File: src/rtl/rank9_pkg.sv
// Shared types, codes and constants for the rank9 bit-vector rank block.
// Used by rank9_ctrl, rank9_dp and rank9_bitvector_rank_top; depends on nothing.
`default_nettype none

package rank9_pkg;

  // Command codes carried on the command port.
  typedef enum logic [1:0] {
    CMD_APPEND = 2'd0,
    CMD_QUERY  = 2'd1,
    CMD_CLEAR  = 2'd2
  } cmd_t;

  // Result status codes.
  localparam logic [1:0] ST_OK     = 2'd0;
  localparam logic [1:0] ST_BEYOND = 2'd1;
  localparam logic [1:0] ST_FULL   = 2'd2;

  // Fixed geometry of the structure.
  localparam int WORD_W      = 64;
  localparam int POS_W       = 16;
  localparam int RANK_W      = 16;
  localparam int BIT_IDX_W   = 6;
  localparam int WIDX_W      = POS_W - BIT_IDX_W;
  localparam int BLOCK_WORDS = 8;
  localparam int SUB_W       = 9;
  localparam int SUB_FIELDS  = 7;
  localparam int SUBS_W      = SUB_W * SUB_FIELDS;
  localparam int TOTAL_W     = 17;
  localparam int BRUN_W      = 10;
  localparam int PC_W        = 7;

  // Commands from the controller to the datapath, one bit per step.
  typedef struct packed {
    logic capture;
    logic append;
    logic read;
    logic pop;
    logic sum;
    logic clear;
  } ctrl_t;

  // Status from the datapath back to the controller.
  typedef struct packed {
    logic beyond;
  } dp_stat_t;

  // Popcount of a 64-bit word as a six-level adder tree.
  function automatic logic [PC_W-1:0] popcount64(input logic [WORD_W-1:0] v);
    logic [WORD_W-1:0] v1;
    logic [WORD_W-1:0] v2;
    logic [WORD_W-1:0] v3;
    logic [WORD_W-1:0] v4;
    logic [WORD_W-1:0] v5;
    logic [WORD_W-1:0] v6;
    v1 = v - ((v >> 1) & 64'h5555_5555_5555_5555);
    v2 = (v1 & 64'h3333_3333_3333_3333) + ((v1 >> 2) & 64'h3333_3333_3333_3333);
    v3 = (v2 + (v2 >> 4)) & 64'h0F0F_0F0F_0F0F_0F0F;
    v4 = v3 + (v3 >> 8);
    v5 = v4 + (v4 >> 16);
    v6 = v5 + (v5 >> 32);
    return v6[PC_W-1:0];
  endfunction

endpackage

`default_nettype wire

File: src/rtl/rank9_ctrl.sv
// Controller state machine for the rank9 block: sequences append, query and clear steps.
// Depends on rank9_pkg; drives rank9_dp through rank9_pkg::ctrl_t.
`default_nettype none

module rank9_ctrl (
  input  wire logic                clk,
  input  wire logic                rst,
  input  wire logic                start,
  input  wire logic [1:0]          command,
  input  rank9_pkg::dp_stat_t      dp_stat,
  output rank9_pkg::ctrl_t         ctrl,
  output logic                     busy
);

  typedef enum logic [2:0] {
    S_IDLE,
    S_APPEND,
    S_READ,
    S_POP,
    S_SUM
  } state_t;

  state_t state;
  state_t state_next;

  logic accept;

  assign busy   = (state != S_IDLE);
  assign accept = start && (state == S_IDLE);

  // Next state and step commands.
  always_comb begin
    state_next   = state;
    ctrl         = '0;
    unique case (state)
      S_IDLE: begin
        if (accept) begin
          unique case (command)
            rank9_pkg::CMD_APPEND: begin
              ctrl.capture = 1'b1;
              state_next   = S_APPEND;
            end
            rank9_pkg::CMD_QUERY: begin
              ctrl.capture = 1'b1;
              state_next   = S_READ;
            end
            rank9_pkg::CMD_CLEAR: begin
              ctrl.clear = 1'b1;
            end
            default: begin
              // Unused code: the beat is dropped without a result.
            end
          endcase
        end
      end
      S_APPEND: begin
        ctrl.append = 1'b1;
        state_next  = S_IDLE;
      end
      S_READ: begin
        ctrl.read  = 1'b1;
        state_next = dp_stat.beyond ? S_IDLE : S_POP;
      end
      S_POP: begin
        ctrl.pop   = 1'b1;
        state_next = S_SUM;
      end
      S_SUM: begin
        ctrl.sum   = 1'b1;
        state_next = S_IDLE;
      end
      default: begin
        state_next = S_IDLE;
      end
    endcase
  end

  // State register.
  always_ff @(posedge clk) begin
    if (rst) begin
      state <= S_IDLE;
    end else begin
      state <= state_next;
    end
  end

endmodule

`default_nettype wire

File: config.mk
export PLATFORM = sky130hd
export DESIGN_NAME = rank9_ctrl
export DESIGN_NICKNAME = d
export VERILOG_FILES = /design/src/rtl/rank9_pkg.sv /design/src/rtl/rank9_ctrl.sv
export SDC_FILE = /design/constraint.sdc
export NUM_CORES = 1
export LEC_CHECK = 0
export ABC_AREA = 0
export BUFFER_PORTS_ARGS = -buffer_cell sky130_fd_sc_hd__buf_2
export CORE_AREA = 2 2 39 41
export CTS_CLUSTER_DIAMETER = 50
export DETAILED_ROUTE_END_ITERATION = 10
export DIE_AREA = 0 0 41 43
export PLACE_DENSITY = 0.37
export RECOVER_POWER = 25
export SLEW_MARGIN = 10
export SYNTH_ARGS = -nofsm -noshare
export SYNTH_HDL_FRONTEND = slang
export SYNTH_SLANG_ARGS = --single-unit
File: constraint.sdc
create_clock -name clk -period 1.1 [get_ports clk]
set_input_delay 0.055 -clock clk [delete_from_list [all_inputs] [get_ports clk]]
set_output_delay 0.055 -clock clk [all_outputs]
set_load 0.01 [all_outputs]
# [Word level (Yosys, flattened, before mapping)]
# Cells that the tools add are included.
[word_totals] ff_bits=3 in_bits=6 output_inout_bits=7
[op_classes] muxes=14 reduce_logical=6 n_eq_ne=8
[ops] operator="$mux W1" n=10
[ops] operator="$pmux W3 S3" n=1
[ops] operator="$eq A3 B2 Y1 const B" n=2
[ops] operator="$pmux W3 S2" n=1
[ops] operator="$eq A3 B1 Y1 const B" n=1
[ops] operator="$eq A3 B3 Y1 const B" n=1
[ops] operator="$logic_not A3 Y1" n=1
[ops] operator="$mux W3" n=1
[ops] operator="$ne A3 B1 Y1 const B" n=1
[ops] operator="$reduce_bool A3 Y1" n=1
[ops] operator="$eq A2 B1 Y1 const B" n=1
[ops] operator="$eq A2 B2 Y1 const B" n=1
[ops] operator="$logic_not A2 Y1" n=1
[ops] operator="$mux W2" n=1
[ops] operator="$ne A2 B2 Y1 const B" n=1
[ops] operator="$reduce_and A2 Y1" n=1
[ops] operator="$reduce_or A2 Y1" n=1
[ops] operator="$logic_and A1 B1 Y1" n=1

# [Depth between registers and ports, before layout]
[depth] word_depth=5 depth_mapped=3 depth_no_buf=3

# [Worst setup path before layout]
# Ideal clock, no wire load.
[synth_path] kind="register -> output" from="register state[0]" to="output port ctrl[0] in the netlist's numbering" stages_incl_launch_ff=4 path_buffers=0 required_ns=1.045 t_arrival_ns=0.878 setup_slack_ns=0.167 path_cell_list="dfxtp_1 nor3_2 nand2_1 nor3_2"
[synth_rtl] item="start: declaration" line="rank9_ctrl.sv:23" source="state_t state;"
[synth_rtl] item="start signal: assignment" line="rank9_ctrl.sv:83" source="state <= state_next;"
[synth_rtl] item="end: declaration" line="rank9_ctrl.sv:11" source="output rank9_pkg::ctrl_t ctrl,"

==> results.txt <==
syn_nets = 29
initial antenna violation count = 0
synthesized area = 189 um2
WP data required = 1.04 ns
CP endpoint kind = output port
Avg WL per Cell = 9.19 um
pwr dens = 1030 nW/um2
Final Hold Vio Count = 0
largest net degree at the start of global routing = 8
critical path type = flip-flop to output port
sequential cell area = 68.8 um2
GR Overflow Total = 0
library cells used by synthesis = 13
final slew viol count = 0
I/O Buffers = 12
Leak = 0.000189 uW
first-pass detailed-route iteration total = 2
Starting DRT DRC Count = 5
TNS Setup = -0.157 ns
vias in the first global route = 222
Final GP Congestion = 0.647
sequential fraction of the synthesis area = 0.318
Util after Layout = 0.260
fraction of layout cells with a size suffix above 1 = 0.651
Die Ht = 43 um
final instance area = 360 um2
Filler Cell Count = 159
crit path DAT = 1.11 ns
leading area contributor after synthesis = dfxtp_1
DIE WIDTH = 41 um
clock sink count = 3
DRC violations left = 0
Worst-Margin Slew = 0.258 ns
CP max FO = 7
peak supply drop = 0.294 mV
Largest register FFs = 3
PnR Total Power = 372 uW
FFs w/ async S/R, synth = 0
final setup fails = 3
clock buffer count from CTS = 3
Synth area leaders = dfxtp_1, nor3b_1, nor3_2
share of the synthesized area in the top cell type = 0.318
Final Routed Wirelength = 542 um
Area Overhead vs Synth = 90.7%
vias per cell = 4.14
initial core utilization = 0.137
clk_lat worst skew = 0.23 ns
# rows = 14
worst hold path type = input pin to flip-flop
area of the multi-input gates = 145 um2
global-route wire length before repair = 890 um
synthesized area per cell = 8.21 um2
Startpoint Class = flip-flop
CTS tree = built
placed wire-length estimate = 385 um
Gate Count Post-Synth = 23
number of synthesized flops with an enable pin = 0
H-tree Lvls = 1
total global-route track usage = 0.0764
Synth warnings = 0
final-stage net count = 50
Top reg by flops = state
Post-synth top flop = dfxtp_1
clock tree buffer depth = 2
Clk Tree Root Cell = clkbuf_4
MaxCap Viol Count = 0
Min Clock Period, post-route = 1.16 ns
Vias = 244
Fmax achieved = 861 MHz
Antenna Nets Post-Route = 0
Seq cells post-synth = 3
biggest regs = state: 3 flops
relative slew slack = 0.827
Inserted Diodes = 0
Tcrit/Tclk final = 1.06
CORE AREA = 1380 um2
Final WS setup = -0.0614 ns
Synth top cells by count = nor2_1, nor3b_1, dfxtp_1, inv_1, nor3_2
RSZ-0062 raised after global routing = true
status = finished with violations
die area = 1760 um2
Reg clk slew, reported paths = 0.03 ns
dpl cell area = 277 um2
violated checks = setup timing
clock skew = 0.00307 ns
Final Hold Slack = 0.140 ns
IO Count = 13
## kinds of logic after synthesis
group,share of synthesized area
AO/OA/AOI/OAI,0.0861
buffers and inverters,0.0397
flip-flops,0.318
AND/OR/NAND/NOR,0.556
## layer usage
layer  up-vias  GRT usage  wire (um)
met5         -          0          0
met4         0     0.0600          0
met2        12     0.0906        221
met1       112      0.103        261
met3         0     0.0314         59
li1        120          -          -
## final timing paths
path              slack, ns                  start  cells past startpoint                    end
hold reg to reg        0.61  state[1]$_SDFFE_PP0P_                      2  state[1]$_SDFFE_PP0P_
setup reg to reg       0.08  state[0]$_SDFFE_PP0P_                      4  state[1]$_SDFFE_PP0P_
hold / removal         0.14             command[0]                      3  state[1]$_SDFFE_PP0P_
setup / recovery      -0.06  state[1]$_SDFFE_PP0P_                      4                ctrl[0]
## cells in the final DEF, fill, tap and decap left out, types with 2 or more instances in the layout
cell type,count
buf_2,12
nor2_1,4
nor3b_2,3
clkbuf_4,3
buf_4,3
inv_1,2
dfxtp_4,2
## per-stage QoR
| stage | std cells | setup slack (ns) |
|---|---|---|
| global route | 59 | -0.110 |
| floorplan | 23 | 0.167 |
| detailed placement | 52 | 0.0550 |
| CTS | 59 | -0.0845 |
| global placement | 52 | 0.0740 |
| finish | 59 | -0.0614 |
## repair_timing
action / 4_1_cts / 5_1_grt
hold endpoints to repair: 1 / 0
hold buffers: 1 / 0
cloned: 0 / 0
buffers inserted: 2 / 0
gates resized for setup: 7 / 3
endpoints found under the setup margin: 7 / 7
pin swaps: 3 / 1
## area by class of cell
type,instances,share of cell area
Multi-Input combinational cell,18,0.403
Tap cell,16,0.0556
Inverter,2,0.0208
Clock buffer,4,0.0729
Sequential cell,3,0.191
Timing Repair Buffer,16,0.257
## critical path, cell delays in order (launching register included)
cell     delay (ns)
dfxtp_4        0.36
nor3_4         0.19
nand2_2        0.08
nor3_2         0.10
buf_2          0.14
## power breakdown
group,leakage [uW],internal [uW],switching (uW)
registers,0.0000263,109,4.18
logic,0.000148,35.5,31.3
clock network,0.0000150,136,56.0
total,0.000189,280,91.4
Power figures use the tool's default switching activity.
